==> src/design/circular_next_marked_distance_macros.svh <==
// ---------------------------------------------------------------------------
// Assertion macros for the circular next-mark distance block
// Shared property wrappers; each expects clk and rst_n in scope.
// ---------------------------------------------------------------------------
`ifndef CIRCULAR_NEXT_MARKED_DISTANCE_MACROS_SVH
`define CIRCULAR_NEXT_MARKED_DISTANCE_MACROS_SVH

// Same-cycle implication, checked out of reset.
`define CNMD_ASSERT_NOW(name, ante, cons, msg) \
  name: assert property (@(posedge clk) disable iff (!rst_n) (ante) |-> (cons)) \
    else $error(msg);

// Next-cycle implication, checked out of reset.
`define CNMD_ASSERT_NEXT(name, ante, cons, msg) \
  name: assert property (@(posedge clk) disable iff (!rst_n) (ante) |=> (cons)) \
    else $error(msg);

`endif

==> src/design/cnmd_pkg.sv <==
// ---------------------------------------------------------------------------
// cnmd_pkg
// Sizes, request codes and shared types of the circular next-mark block.
// ---------------------------------------------------------------------------
package cnmd_pkg;

  localparam int MAX_POSITIONS = 1024;
  localparam int POS_W = $clog2(MAX_POSITIONS);
  localparam int N_W = POS_W + 1;

  // Fixed field widths
  localparam int RING_W = 11;
  localparam int KIND_W = 2;
  localparam int POSN_W = 11;
  localparam int STEP_W = 30;
  localparam int DIST_W = 10;

  localparam int IN_TDATA_W = ((POSN_W + STEP_W + 7) / 8) * 8;
  localparam int OUT_TDATA_W = ((DIST_W + 7) / 8) * 8;

  localparam logic [RING_W-1:0] RING_RESET = 11'd1024;

  // Remainder unit
  localparam int DIV_W = STEP_W + 1;
  localparam int ITER_W = $clog2(DIV_W + 1);

  // Mark store organization
  localparam int WORD_W = 32;
  localparam int WBIT_W = $clog2(WORD_W);
  localparam int NWORDS = (MAX_POSITIONS + WORD_W - 1) / WORD_W;
  localparam int WADDR_W = (NWORDS > 1) ? $clog2(NWORDS) : 1;
  localparam int NW_W = WADDR_W + 1;
  localparam int IDX_W = WADDR_W + WBIT_W;
  localparam int EXT_W = ((IDX_W > N_W) ? IDX_W : N_W) + 1;

  // Request kinds
  localparam logic [KIND_W-1:0] KIND_TOGGLE = 2'd0;
  localparam logic [KIND_W-1:0] KIND_MOVE   = 2'd1;
  localparam logic [KIND_W-1:0] KIND_QUERY  = 2'd2;

  typedef struct packed {
    logic             start;
    logic             short_op;
    logic [DIV_W-1:0] dividend;
    logic [N_W-1:0]   divisor;
  } rem_req_t;

  typedef struct packed {
    logic           busy;
    logic           done;
    logic [N_W-1:0] rem;
  } rem_rsp_t;

  // Ring length in use: zero acts as one, clamp to the store size.
  function automatic logic [N_W-1:0] ring_len(input logic [RING_W-1:0] size);
    logic [N_W-1:0] len;
    if (size == '0) begin
      len = N_W'(1);
    end else if (int'(size) > MAX_POSITIONS) begin
      len = N_W'(MAX_POSITIONS);
    end else begin
      len = N_W'(size);
    end
    return len;
  endfunction

endpackage

==> src/design/cnmd_rem.sv <==
// ---------------------------------------------------------------------------
// cnmd_rem
// Bit-serial restoring remainder unit, one dividend bit per cycle.
// ---------------------------------------------------------------------------
`include "circular_next_marked_distance_macros.svh"

module cnmd_rem import cnmd_pkg::*; (
  input  logic     clk,
  input  logic     rst_n,
  input  rem_req_t req,
  output rem_rsp_t rsp
);

  logic              busy_r;
  logic              done_r;
  logic [ITER_W-1:0] cnt_r;
  logic [DIV_W-1:0]  dvd_r;
  logic [N_W-1:0]    rem_r;
  logic [N_W-1:0]    div_r;

  logic [N_W:0]      trial;
  logic              take;
  logic [N_W-1:0]    rem_nxt;

  always_comb begin
    trial   = {rem_r, dvd_r[DIV_W-1]};
    take    = (trial >= {1'b0, div_r});
    rem_nxt = take ? N_W'(trial - {1'b0, div_r}) : trial[N_W-1:0];
  end

  always_ff @(posedge clk) begin
    if (!rst_n) begin
      busy_r <= 1'b0;
      done_r <= 1'b0;
      cnt_r  <= '0;
    end else begin
      done_r <= 1'b0;
      if (req.start) begin
        busy_r <= 1'b1;
        cnt_r  <= req.short_op ? ITER_W'(POS_W) : ITER_W'(DIV_W);
      end else if (busy_r) begin
        cnt_r <= cnt_r - ITER_W'(1);
        if (cnt_r == ITER_W'(1)) begin
          busy_r <= 1'b0;
          done_r <= 1'b1;
        end
      end
    end
  end

  // Short requests carry only the low index bits: left-align them.
  always_ff @(posedge clk) begin
    if (req.start) begin
      dvd_r <= req.short_op ? (req.dividend << (DIV_W - POS_W)) : req.dividend;
      rem_r <= '0;
      div_r <= req.divisor;
    end else if (busy_r) begin
      dvd_r <= dvd_r << 1;
      rem_r <= rem_nxt;
    end
  end

  assign rsp.busy = busy_r;
  assign rsp.done = done_r;
  assign rsp.rem  = rem_r;

  `CNMD_ASSERT_NEXT(a_start_busy, req.start, busy_r, "remainder unit did not start")
  `CNMD_ASSERT_NOW(a_done_range, done_r, rem_r < div_r, "remainder not below divisor")
  `CNMD_ASSERT_NOW(a_busy_cnt, busy_r, cnt_r != '0, "remainder unit busy with zero count")

endmodule

==> src/design/circular_next_marked_distance.sv <==
// ---------------------------------------------------------------------------
// circular_next_marked_distance
// Ring of marked positions with toggle, move and next-mark distance query.
// ---------------------------------------------------------------------------
//
//   channel   dir   handshake              payload
//   in_       in    in_tvalid/in_tready    tdata: position, step; tuser: kind
//   out_      out   out_tvalid/out_tready  tdata: distance; tuser: none_marked
//   cfg_      in    cfg_wr_en              cfg_wr_data: ring_size
//
// Steps: a toggle reads the mark word, then writes it back with one bit
// flipped. A move runs the bit-serial remainder unit over all 31 dividend bits.
// A query first reduces the current position in the remainder unit, then
// scans the 32-bit mark words in ring order and posts the result.
// A query with no marks at all skips both steps and posts its result.
// Reset: synchronous, active low; mark words read as zero until written.
// Stalls: a result waits in the output register; the block takes other
// requests meanwhile, and a later query holds only in its final state.
// ---------------------------------------------------------------------------
`include "circular_next_marked_distance_macros.svh"

module circular_next_marked_distance import cnmd_pkg::*; (
  input  logic                   clk,
  input  logic                   rst_n,
  // Input request channel
  input  logic                   in_tvalid,
  output logic                   in_tready,
  input  logic [IN_TDATA_W-1:0]  in_tdata,   // [10:0] position, [40:11] step, zero pad
  input  logic [KIND_W-1:0]      in_tuser,   // [1:0] kind
  // Result channel
  output logic                   out_tvalid,
  input  logic                   out_tready,
  output logic [OUT_TDATA_W-1:0] out_tdata,  // [9:0] distance, zero pad
  output logic                   out_tuser,  // [0] none_marked
  // Configuration
  input  logic                   cfg_wr_en,
  input  logic [RING_W-1:0]      cfg_wr_data // ring_size
);

  localparam logic [2:0] ST_IDLE  = 3'd0;
  localparam logic [2:0] ST_TGL   = 3'd1;
  localparam logic [2:0] ST_MOVE  = 3'd2;
  localparam logic [2:0] ST_QMOD  = 3'd3;
  localparam logic [2:0] ST_QSCAN = 3'd4;
  localparam logic [2:0] ST_QRES  = 3'd5;

  // Registers
  logic [2:0]         state_r, state_nxt;
  logic [RING_W-1:0]  ring_size_r;
  logic [POS_W-1:0]   cur_r, cur_nxt;
  logic [POS_W-1:0]   c_r, c_nxt;
  logic [N_W-1:0]     mark_cnt_r, mark_cnt_nxt;
  logic [POS_W-1:0]   tgl_idx_r, tgl_idx_nxt;
  logic [NW_W-1:0]    issue_k_r, issue_k_nxt;
  logic               pend_r, pend_nxt;
  logic [NW_W-1:0]    pend_k_r, pend_k_nxt;
  logic [WADDR_W-1:0] pend_w_r, pend_w_nxt;
  logic               found_r, found_nxt;
  logic [IDX_W-1:0]   p_r, p_nxt;
  logic               out_valid_r;
  logic [DIST_W-1:0]  out_dist_r;
  logic               out_none_r;
  logic [WORD_W-1:0]  rd_data_r;
  logic               rd_vld_r;
  logic [NWORDS-1:0]  wvld_r;
  logic [WORD_W-1:0]  mem [NWORDS];

  // Combinational
  logic               in_acc;
  logic [KIND_W-1:0]  in_kind;
  logic [POSN_W-1:0]  in_pos;
  logic [STEP_W-1:0]  in_step;
  logic [N_W-1:0]     n, n_m1;
  logic [NW_W-1:0]    nw;
  logic [WBIT_W-1:0]  n_last_off;
  logic               pos_ok;
  logic [POS_W-1:0]   tgl_idx;
  rem_req_t           rem_req;
  rem_rsp_t           rem_rsp;
  logic               rd_en;
  logic [WADDR_W-1:0] rd_addr;
  logic               wr_en;
  logic [WADDR_W-1:0] wr_addr;
  logic [WORD_W-1:0]  tgl_word;
  logic [WBIT_W-1:0]  tgl_off;
  logic [WORD_W-1:0]  wr_data;
  logic               tgl_bit;
  logic [NW_W-1:0]    cw;
  logic [NW_W:0]      wsum;
  logic [WADDR_W-1:0] scan_w;
  logic               issue_more;
  logic [WORD_W-1:0]  chk_word;
  logic [WBIT_W-1:0]  c_off;
  logic [WORD_W-1:0]  lo_base, hi_mask, sel_mask, hit;
  logic               chk_first, chk_last, chk_endw, any_hit;
  logic [WBIT_W-1:0]  fb;
  logic [EXT_W-1:0]   p_e, c_e, n_e, dist_e;
  logic               out_load;

  // Unpack the request
  assign in_acc  = in_tvalid & in_tready;
  assign in_kind = in_tuser;
  assign in_pos  = in_tdata[POSN_W-1:0];
  assign in_step = in_tdata[POSN_W+STEP_W-1:POSN_W];

  // Ring geometry in 32-bit mark words
  assign n          = ring_len(ring_size_r);
  assign n_m1       = n - N_W'(1);
  assign nw         = NW_W'(n_m1 >> WBIT_W) + NW_W'(1);
  assign n_last_off = WBIT_W'(n_m1);

  assign pos_ok  = (in_pos != '0) && (32'(in_pos) <= 32'(n));
  assign tgl_idx = POS_W'(in_pos - POSN_W'(1));

  // Toggle write-back: flip one bit of the word just read
  assign tgl_word = rd_vld_r ? rd_data_r : '0;
  assign tgl_off  = WBIT_W'(tgl_idx_r);
  assign tgl_bit  = tgl_word[tgl_off];
  assign wr_addr  = WADDR_W'(tgl_idx_r >> WBIT_W);
  assign wr_data  = tgl_word ^ (WORD_W'(1) << tgl_off);

  // Scan order: start word, then wrap round the ring back to it
  assign cw         = NW_W'(c_r >> WBIT_W);
  assign wsum       = {1'b0, cw} + {1'b0, issue_k_r};
  assign scan_w     = (wsum >= {1'b0, nw}) ? WADDR_W'(wsum - {1'b0, nw}) : WADDR_W'(wsum);
  assign issue_more = (issue_k_r <= nw);

  // Mask the word under check: first visit keeps bits at or past the current
  // position, the final wrap-around visit keeps bits before it, and the ring's
  // last word drops bits beyond the ring end.
  assign chk_word  = rd_vld_r ? rd_data_r : '0;
  assign c_off     = WBIT_W'(c_r);
  assign chk_first = (pend_k_r == '0);
  assign chk_last  = (pend_k_r == nw);
  assign chk_endw  = (NW_W'(pend_w_r) == (nw - NW_W'(1)));
  assign lo_base   = {WORD_W{1'b1}} << c_off;
  assign hi_mask   = chk_endw ? ({WORD_W{1'b1}} >> (~n_last_off)) : {WORD_W{1'b1}};
  assign sel_mask  = chk_first ? lo_base : (chk_last ? ~lo_base : {WORD_W{1'b1}});
  assign hit       = chk_word & hi_mask & sel_mask;
  assign any_hit   = |hit;

  // Lowest set bit of the masked word
  always_comb begin
    fb = '0;
    for (int b = WORD_W - 1; b >= 0; b--) begin
      if (hit[b]) begin
        fb = WBIT_W'(b);
      end
    end
  end

  // Clockwise distance from the current position to the hit
  always_comb begin
    p_e = EXT_W'(p_r);
    c_e = EXT_W'(c_r);
    n_e = EXT_W'(n);
    if (p_e >= c_e) begin
      dist_e = p_e - c_e;
    end else begin
      dist_e = p_e + n_e - c_e;
    end
  end

  cnmd_rem u_rem (
    .clk   (clk),
    .rst_n (rst_n),
    .req   (rem_req),
    .rsp   (rem_rsp)
  );

  // Sequencer
  always_comb begin
    state_nxt    = state_r;
    cur_nxt      = cur_r;
    c_nxt        = c_r;
    mark_cnt_nxt = mark_cnt_r;
    tgl_idx_nxt  = tgl_idx_r;
    issue_k_nxt  = issue_k_r;
    pend_nxt     = pend_r;
    pend_k_nxt   = pend_k_r;
    pend_w_nxt   = pend_w_r;
    found_nxt    = found_r;
    p_nxt        = p_r;
    rem_req          = '0;
    rem_req.divisor  = n;
    rem_req.dividend = DIV_W'(cur_r);
    rd_en    = 1'b0;
    rd_addr  = WADDR_W'(tgl_idx >> WBIT_W);
    wr_en    = 1'b0;
    out_load = 1'b0;

    unique case (state_r)
      ST_IDLE: begin
        if (in_acc) begin
          case (in_kind)
            KIND_TOGGLE: begin
              // Drop toggles outside the ring
              if (pos_ok) begin
                rd_en       = 1'b1;
                tgl_idx_nxt = tgl_idx;
                state_nxt   = ST_TGL;
              end
            end
            KIND_MOVE: begin
              rem_req.start    = 1'b1;
              rem_req.dividend = DIV_W'(cur_r) + DIV_W'(in_step);
              state_nxt        = ST_MOVE;
            end
            KIND_QUERY: begin
              if (mark_cnt_r == '0) begin
                found_nxt = 1'b0;
                state_nxt = ST_QRES;
              end else begin
                // Reduce the stored position first: the ring may have shrunk
                rem_req.start    = 1'b1;
                rem_req.short_op = 1'b1;
                state_nxt        = ST_QMOD;
              end
            end
            default: begin
              // Unknown kind: accept and drop
            end
          endcase
        end
      end
      ST_TGL: begin
        wr_en        = 1'b1;
        mark_cnt_nxt = tgl_bit ? (mark_cnt_r - N_W'(1)) : (mark_cnt_r + N_W'(1));
        state_nxt    = ST_IDLE;
      end
      ST_MOVE: begin
        if (rem_rsp.done) begin
          cur_nxt   = POS_W'(rem_rsp.rem);
          state_nxt = ST_IDLE;
        end
      end
      ST_QMOD: begin
        if (rem_rsp.done) begin
          c_nxt       = POS_W'(rem_rsp.rem);
          issue_k_nxt = '0;
          pend_nxt    = 1'b0;
          state_nxt   = ST_QSCAN;
        end
      end
      ST_QSCAN: begin
        // Issue one word read per cycle, check the word read last cycle
        if (issue_more) begin
          rd_en       = 1'b1;
          rd_addr     = scan_w;
          issue_k_nxt = issue_k_r + NW_W'(1);
        end
        pend_nxt   = issue_more;
        pend_k_nxt = issue_k_r;
        pend_w_nxt = scan_w;
        if (pend_r) begin
          if (any_hit) begin
            found_nxt = 1'b1;
            p_nxt     = {pend_w_r, fb};
            pend_nxt  = 1'b0;
            state_nxt = ST_QRES;
          end else if (chk_last) begin
            // Every mark lies outside the ring
            found_nxt = 1'b0;
            pend_nxt  = 1'b0;
            state_nxt = ST_QRES;
          end
        end
      end
      ST_QRES: begin
        // Hold until the output register is free
        if (!out_valid_r || out_tready) begin
          out_load  = 1'b1;
          state_nxt = ST_IDLE;
        end
      end
      default: begin
        state_nxt = ST_IDLE;
      end
    endcase
  end

  assign in_tready = (state_r == ST_IDLE);

  // Control registers
  always_ff @(posedge clk) begin
    if (!rst_n) begin
      state_r     <= ST_IDLE;
      ring_size_r <= RING_RESET;
      cur_r       <= '0;
      mark_cnt_r  <= '0;
      pend_r      <= 1'b0;
      out_valid_r <= 1'b0;
      wvld_r      <= '0;
    end else begin
      state_r    <= state_nxt;
      cur_r      <= cur_nxt;
      mark_cnt_r <= mark_cnt_nxt;
      pend_r     <= pend_nxt;
      if (cfg_wr_en) begin
        ring_size_r <= cfg_wr_data;
      end
      if (out_load) begin
        out_valid_r <= 1'b1;
      end else if (out_tready) begin
        out_valid_r <= 1'b0;
      end
      if (wr_en) begin
        wvld_r[wr_addr] <= 1'b1;
      end
    end
  end

  // Payload registers
  always_ff @(posedge clk) begin
    c_r       <= c_nxt;
    tgl_idx_r <= tgl_idx_nxt;
    issue_k_r <= issue_k_nxt;
    pend_k_r  <= pend_k_nxt;
    pend_w_r  <= pend_w_nxt;
    found_r   <= found_nxt;
    p_r       <= p_nxt;
    if (out_load) begin
      out_dist_r <= found_r ? DIST_W'(dist_e) : '0;
      out_none_r <= ~found_r;
    end
  end

  // Mark store: one write port, one registered read port
  always_ff @(posedge clk) begin
    if (wr_en) begin
      mem[wr_addr] <= wr_data;
    end
  end

  always_ff @(posedge clk) begin
    if (rd_en) begin
      rd_data_r <= mem[rd_addr];
      rd_vld_r  <= wvld_r[rd_addr];
    end
  end

  assign out_tvalid = out_valid_r;
  assign out_tdata  = OUT_TDATA_W'(out_dist_r);
  assign out_tuser  = out_none_r;

  `CNMD_ASSERT_NEXT(a_tgl_count, state_r == ST_TGL, mark_cnt_r != $past(mark_cnt_r), "toggle left mark count unchanged")
  `CNMD_ASSERT_NEXT(a_empty_query, in_acc && (in_kind == KIND_QUERY) && (mark_cnt_r == '0), state_r == ST_QRES, "empty query did not post at once")
  `CNMD_ASSERT_NOW(a_dist_range, (state_r == ST_QRES) && found_r, dist_e < n_e, "distance outside the ring")
  `CNMD_ASSERT_NOW(a_count_max, 1'b1, mark_cnt_r <= N_W'(MAX_POSITIONS), "mark count above store size")

endmodule
==> config.mk <==
export PLATFORM = sky130hd
export DESIGN_NAME = circular_next_marked_distance
export DESIGN_NICKNAME = d
export VERILOG_FILES = /design/src/design/cnmd_pkg.sv /design/src/design/cnmd_rem.sv /design/src/design/circular_next_marked_distance.sv
export VERILOG_INCLUDE_DIRS = /design/src /design/src/design
export SDC_FILE = /design/constraint.sdc
export NUM_CORES = 2
export LEC_CHECK = 0
export BUFFER_PORTS_ARGS = -buffer_cell sky130_fd_sc_hd__buf_2
export CORE_MARGIN = 1
export CORE_UTILIZATION = 50
export CTS_BUF_LIST = sky130_fd_sc_hd__clkbuf_16
export CTS_CLUSTER_DIAMETER = 150
export DETAILED_ROUTE_END_ITERATION = 7
export HOLD_SLACK_MARGIN = 0.15
export PLACE_DENSITY = 0.74
export SYNTH_ARGS = -nofsm -noshare
export SYNTH_HDL_FRONTEND = slang
export SYNTH_SLANG_ARGS = --single-unit
==> constraint.sdc <==
create_clock -name clk -period 8.32 [get_ports clk]
set_input_delay 0.416 -clock clk [delete_from_list [all_inputs] [get_ports clk]]
set_output_delay 0.416 -clock clk [all_outputs]
set_load 0.02 [all_outputs]
# After elaboration in Yosys (flattened, before gate mapping)

Memories as Yosys holds them, arrays and structs flattened. A register that Yosys moved wholly into a read port is not among the register bits.
Cells that the tools add are included.

Bitwise logic cells: 10
$mul: 0
Add/sub/neg operators: 15
Magnitude comparators: 10
Reductions and logical operators: 28
Shifts and indexed selects: 3
Multiplexer cells: 103
Divide/modulo/power cells: 0
Equal/unequal tests: 21

Operators by type and width:

| kind                    | number |
|---|---|
| $mux W32                | 4 |
| $mux W31                | 4 |
| $mux W5                 | 22 |
| $mux W33                | 2 |
| $and A32 B32 Y32        | 2 |
| $mux W11                | 4 |
| $mux W3                 | 13 |
| $mux W4                 | 8 |
| $not A32 Y32            | 1 |
| $or A32 B32 Y32         | 1 |
| $reduce_or A32 Y1       | 1 |
| $shl A1 B5 Y32 const A  | 1 |
| $shl A32 B5 Y32 const A | 1 |
| $shr A32 B5 Y32 const A | 1 |
| $xor A32 B32 Y32        | 1 |
| $add A10 B30 Y31        | 1 |
| $mux W1                 | 30 |
| $logic_not A11 Y1       | 2 |
| $sub A11 B1 Y11 const B | 2 |
| $sub A10 B10 Y10        | 2 |
| $lt A5 B6 Y1 const B    | 3 |
| $reduce_or A16 Y1       | 1 |
| $pmux W3 S5             | 1 |
| $add A6 B1 Y6 const B   | 2 |
| other kinds (55)        | 80 |

Bits in writable memories: 1024
Memories kept: 1
Latch bits: 0
ROM bits: 0
Register bits: 189

Memory list:

| name | words | bits a word | rd ports | clocked after memory_dff | wr ports | line                                | source |
|---|---|---|---|---|---|---|---|
| mem  | 32    | 32          | 1        | 1                        | 1        | circular_next_marked_distance.sv:66 | `logic [WORD_W-1:0] mem [NWORDS];` |

# Logic depth before layout (Yosys ltp)

Word-level depth: 41
Depth in mapped cells: 28

# Hierarchy

Synthesis repeated with hierarchy kept, for this count alone.

Cell total of the unflattened synthesis: 4230
Area total of the unflattened synthesis: 55459.4 µm²

Modules (own cells, without submodules):

| module                        | sequential area each (µm²) | cells an instance | area an instance (µm²) | times used |
|---|---|---|---|---|
| circular_next_marked_distance | 34893.5                    | 3930              | 52250.1                | 1 |
| cnmd_rem                      | 1621.6                     | 300               | 3209.3                 | 1 |

# Worst setup path after synthesis

Ideal clock, no wire load.

Path type: register to register
Start point: reg ring_size_r[4]
End point: reg rd_data_r[0] (read register of mem), enable pin
Required time: 7.851 ns
Cell stages (with the launch flop): 21
Setup slack: 2.487 ns
Path buffers: 1
Library setup time: 0.469 ns
Data arrival time: 5.364 ns
Cell sequence: dfxtp_1 nor4_2 a31oi_1 or2_2 ha_1 or3b_2 o21ai_0 or2_2 ha_1 clkbuf_1 inv_1 nand4_1 nand2_1 ha_1 o21a_1 o21a_1 o21a_1 o21a_1 o32ai_1 nand2_1 o21ai_0

Longest elaborated chain between the ends: 9
Elaborated cells on any way between the ends: 19
Those cells by class: 3 x add/sub; 4 x order compare; 10 x mux; 2 x reduce/logical

RTL lines:

| item                                                                    | line                                 | source |
|---|---|---|
| start: declaration                                                      | circular_next_marked_distance.sv:49  | `logic [RING_W-1:0] ring_size_r;` |
| start signal: assignment                                                | circular_next_marked_distance.sv:300 | `ring_size_r <= cfg_wr_data;` |
| $gt A11 B11 Y1                                                          | cnmd_pkg.sv:59                       | `end else if (int'(size) > MAX_POSITIONS) begin` |
| $mux W11                                                                | cnmd_pkg.sv:59                       |  |
| $mux W11 (*)                                                            | cnmd_pkg.sv:57                       | `if (size == '0) begin` |
| parallel branches: the longest is 5 deep, another holds $sub A11 B1 Y11 | -                                    |  |
| $pmux W1 S2 (*)                                                         | circular_next_marked_distance.sv:192 | `unique case (state_r)` |
| via rd_en                                                               | circular_next_marked_distance.sv:80  | `logic rd_en;` |
| end: declaration                                                        | circular_next_marked_distance.sv:63  | `logic [WORD_W-1:0] rd_data_r;` |

Mark *: on every way through the listed nets, which the timed path passes.
A chain may end at the register's enable or synchronous reset.

# Worst setup path in the final report

Start point: reg ring_size_r[7]
End point: reg rd_data_r[30] (read register of mem), data pin

Longest elaborated chain between the ends: 9
Elaborated cells on any way between the ends: 19
Those cells by class: 3 x add/sub; 4 x order compare; 10 x mux; 2 x reduce/logical

RTL lines:

| item                                                 | line                                                                       | source |
|---|---|---|
| $gt A11 B11 Y1                                       | cnmd_pkg.sv:59                                                             |  |
| $mux W11                                             | cnmd_pkg.sv:59                                                             |  |
| $mux W11 (*)                                         | cnmd_pkg.sv:57                                                             |  |
| $sub A11 B1 Y11 or $le A11 B11 Y1 (tied branches)    | circular_next_marked_distance.sv:108, circular_next_marked_distance.sv:112 |  |
| $add A6 B1 Y6 or $logic_and A1 B1 Y1 (tied branches) | circular_next_marked_distance.sv:109, circular_next_marked_distance.sv:112 |  |
| $ge A7 B6 Y1 (tied with other cells)                 | circular_next_marked_distance.sv:125                                       | `assign scan_w = (wsum >= {1'b0, nw}) ? WADDR_W'(wsum - {1'b0, nw}) : WADDR_W'(wsum);` |
| $mux W5 or $mux W1 (tied branches)                   | circular_next_marked_distance.sv:125, circular_next_marked_distance.sv:195 |  |
| $mux W5 or $mux W1 (tied branches)                   | circular_next_marked_distance.sv:247, circular_next_marked_distance.sv:194 |  |
| $mux W5 or $pmux W1 S2 (tied branches)               | circular_next_marked_distance.sv:192                                       |  |

Every way passes the cells marked *; elsewhere a longest branch is shown, timed or not.

==> run metrics <==
proportion of layout cells with a drive suffix above 1 10.10%; Pins Over Slew Limit 0; horizontal extent of the die 337.4 µm; flip-flop cell with the highest count after synthesis edfxtp_1; hold violation total from the final report 0; gr ovfl total 0; register clock-pin slew on the reported worst setup and hold paths 0.06 ns; switching component of the power 4.246 mW; result of the run finished, final reports clean; TNS Setup 0 ns; critical path fanouts, max 45; data arrival time of the critical path 8.14 ns; worst hold start in_tdata[37]; Synth Area in Adders 2.554%; Leak 21.72 nW; total length of routed wires 158,600 µm; crit path kind register to register; number of maximum-capacitance constraint violations 0; count of nets after finishing 4,816; combinational cell fraction of total power 15.9%; worst endpoint required time 8.88 ns; Power Density 241.6 nW/µm²; internal cell power 11.09 mW; Critical Path End Type register; warnings from Yosys 0; start point of the critical path ring_size_r[7]$_SDFFE_PN0P_; antenna-violating nets left 0; CTS Buffer Depth 3; vias in the first global route 37,410; violation count after the first detailed-routing iteration 5,349; total number of vias 39,520; fin crit period 7.586 ns; area growth from synthesis to final layout 12.86%; count of buffers from port buffering 71; master cell of the clock root buffer clkbuf_16; dpl hpwl 84,960 µm; netlist area before placement 56,230 µm²; number of distinct library cells after synthesis 95; relative contribution of the clock network to total power 36.3%; Peak Freq 0.1318 GHz; multi-input logic area 18,530 µm²; count of endpoints failing setup in the final report 0; area of the placeable core 111,100 µm²; part of the power in registers 47.7%; Critical R2R Launch ring_size_r[7]$_SDFFE_PN0P_; most frequent cells in the layout edfxtp_1, nand2_1, a31oi_1; post-DR vias/cell 6.343; post-CTS resize count 0; unrepaired setup endpoints after global routing false; maximum level of the CTS H-tree 4; residual DRC count 0; clock buffer count from CTS 130; switching part of the total 27.69%; largest net degree at the start of global routing 104; share of synthesized cell area in and, or, nand and nor gates 12.70%; FFs w/ async S/R, synth 0%; Mean Syn Cell Area 12.27 µm²; DR pass1 iterations 6; starting density of the core 50.60%; later-pin clock latency in the skew report 0.76 ns; Avg WL per Cell 25.46 µm; worst setup skew after layout 0.04278 ns; cell row count 122; cell count after placement 5,955; largest voltage drop on the vdd net 197.6 µV; Synth Register Bits 1,245; io pins 85; total inserted antenna cells 0; number of instances in the synthesized netlist 4,584; antenna violations before repair 1; class of the tightest hold or removal check primary input to register; main combinational cell family by area after synthesis compound AO/OA/AOI/OAI gates; share of the yosys chip area belonging to registers 64.93%; most common cell after layout, fill and taps aside edfxtp_1; compound-cell area share of the yosys netlist 13.88%; element type at the critical path start register; Routability Congestion 0.9424; worst slew margin relative to its limit 11.54%; Seq. cell area 36,520 µm²; filler cell count 8,759; final worst-path cycle share 91.18%; share of synthesized area spent on multiplexers 0.8433%; Die Y-Extent 337.4 µm; number of enable flip-flop cells after synthesis 1,158; worst slew pin tran 1.326 ns; Num Clock Sinks 1,245; floorplan die area 113,800 µm²; xor-xnor portion of the synthesized cell area 1.934%; number of standard cells in the final layout excluding fillers 6,231; clock tree from TritonCTS built; wire length of the first global-routing pass 233,400 µm; global router's overall resource usage 27.57%
-- flip-flops by register name (all words and copies together), names as in the netlist, 3 cells and up --
| signal | flops |
|---|---|
| rd_data_r | 32 |
| pend_w_r | 5 |
| out_dist_r | 10 |
| u_rem.dvd_r | 31 |
| ring_size_r | 11 |
| mem | 1024 |
| wvld_r | 32 |
| pend_k_r | 6 |
| u_rem.rem_r | 11 |
| issue_k_r | 6 |
| state_r | 3 |
| mark_cnt_r | 11 |
| c_r | 10 |
| u_rem.div_r | 11 |
| p_r | 10 |
| tgl_idx_r | 10 |
| u_rem.cnt_r | 5 |
| cur_r | 10 |
-- per-layer routing --
layer	GRT usage, %	part of all wire, %	up-vias	wire, µm
met5	0	0	-	0
met4	12.43	4.5	0	7069
met3	5.615	12	446	18650
met2	42.33	45	2352	71500
met1	37.92	39	19240	61420
li1	-	-	17480	-
-- kinds of logic (layout without fill, tap and decap cells) --
| family | Yosys count | in the layout |
|---|---|---|
| AOI/OAI and AO/OA | 1118 | 1118 |
| xor gates and xnor gates | 121 | 121 |
| adders and majority gates | 106 | 106 |
| buffers and inverters | 426 | 580 |
| DFF | 1245 | 1245 |
| muxes | 39 | 39 |
| other | 1 | 6 |
| and+or+nand+nor | 1528 | 1528 |
-- repair_timing --
action	in CTS	in global routing
hold buffers	46	0
hold endpoints to repair	38	0
buffers inserted	0	0
-- per-stage QoR --
step / power, mW / worst slack, ns / area (µm²) / hold WS (ns) / utilization (%)
after floorplan: 9.054 / 2.487 / 56250 / 0.4317 / -
after global placement: 9.768 / 1.091 / 58890 / 0.4416 / 52.99
after detailed placement: 9.814 / 0.9743 / 58890 / 0.4500 / 52.99
after CTS: 15.33 / 0.9203 / 63460 / 0.1538 / 57.11
after global routing: 15.85 / 0.3208 / 63460 / 0.1768 / 57.11
final: 15.33 / 0.7339 / 63460 / 0.1723 / 57.11
-- final cells by class --
type,instances,share of cell area [%]
tap,1488,2.934
timing repair buffer,233,3.150
sequential,1245,57.54
clock buffer,132,5.205
clock inverter,98,1.283
multi-input combinational,2918,29.20
inverter,117,0.6920
-- Yosys cell counts, types with 6 or more instances --
| cell type | instances | area, µm² |
|---|---|---|
| edfxtp_1 | 1158 | 34770 |
| nand2_1 | 737 | 2766 |
| a31oi_1 | 289 | 1808 |
| and2_1 | 274 | 1714 |
| a221oi_1 | 267 | 2338 |
| nor2_1 | 252 | 945.9 |
| clkbuf_1 | 199 | 747.0 |
| o22ai_1 | 143 | 894.6 |
| a21oi_1 | 125 | 625.6 |
| inv_1 | 112 | 420.4 |
| ha_1 | 90 | 1126 |
| dfxtp_1 | 87 | 1742 |
| o21ai_0 | 85 | 425.4 |
| buf_2 | 84 | 420.4 |
| xnor2_1 | 69 | 604.3 |
| xor2_1 | 50 | 437.9 |
| nor4_1 | 45 | 281.5 |
| nand3_1 | 44 | 220.2 |
| nor3_1 | 34 | 170.2 |
| o21bai_1 | 28 | 210.2 |
| mux2i_1 | 26 | 260.3 |
| nand2b_1 | 24 | 150.1 |
| a21o_1 | 22 | 165.2 |
| nor2b_1 | 21 | 131.4 |
| o21a_1 | 21 | 157.7 |
| nand4_1 | 18 | 112.6 |
| a211oi_1 | 17 | 127.6 |
| fa_1 | 15 | 300.3 |
| o31ai_1 | 15 | 112.6 |
| buf_1 | 14 | 52.55 |
| a21boi_0 | 13 | 97.59 |
| and3_1 | 13 | 81.33 |
| nand3b_1 | 12 | 90.09 |
| or3_1 | 11 | 68.82 |
| o211ai_1 | 10 | 75.07 |
| o31a_1 | 9 | 78.83 |
| a311oi_1 | 8 | 70.07 |
| buf_4 | 7 | 52.55 |
| mux2_2 | 7 | 78.83 |
| nor3b_1 | 7 | 52.55 |
| o21ai_1 | 7 | 35.03 |
| mux4_2 | 6 | 135.1 |
| o221ai_1 | 6 | 52.55 |
-- power groups by stage --
| stage | registers, mW | logic (mW) | clock network [mW] |
|---|---|---|---|
| 4_1_cts | 7.31 | 2.41 | 5.61 |
| 2_1_floorplan | 7.37 | 1.68 | 0 |
| 3_5_place_dp | 7.44 | 2.37 | 0 |
| 3_3_place_gp | 7.44 | 2.33 | 0 |
| 5_1_grt | 7.33 | 2.65 | 5.87 |
| 6_report | 7.32 | 2.44 | 5.57 |
-- path summary, 6_finish.rpt --
| check | to | slack [ns] | cells after the start |
|---|---|---|---|
| min reg2reg | wvld_r[12]$_SDFFE_PN0P_ | 0.46 | 2 |
| min | u_rem.dvd_r[26]$_DFFE_PP_ | 0.17 | 4 |
| max | rd_data_r[30]$_DFFE_PP_ | 0.73 | 25 |
| max reg2reg | rd_data_r[30]$_DFFE_PP_ | 0.73 | 25 |
-- worst max-delay path: stages (launching register included) --
cell and delay [ns]:
dfxtp_1 0.53, nor4_2 0.07, buf_4 0.18, a31oi_1 0.18
or2_2 0.20, ha_1 0.32, or3b_2 0.52, o21ai_0 0.33
or2_2 0.21, ha_1 0.35, inv_1 0.18, nand4_1 0.15
nand2_1 0.16, ha_1 0.37, o21a_1 0.11, o21a_1 0.16
o21a_1 0.16, o21a_1 0.17, o32a_1 0.25, nor4_1 0.68
or3_4 0.63, buf_4 0.53, a221oi_1 0.17, a31oi_1 0.24
o22ai_1 0.13, nor4_1 0.33
Power figures use the tool's default switching activity.
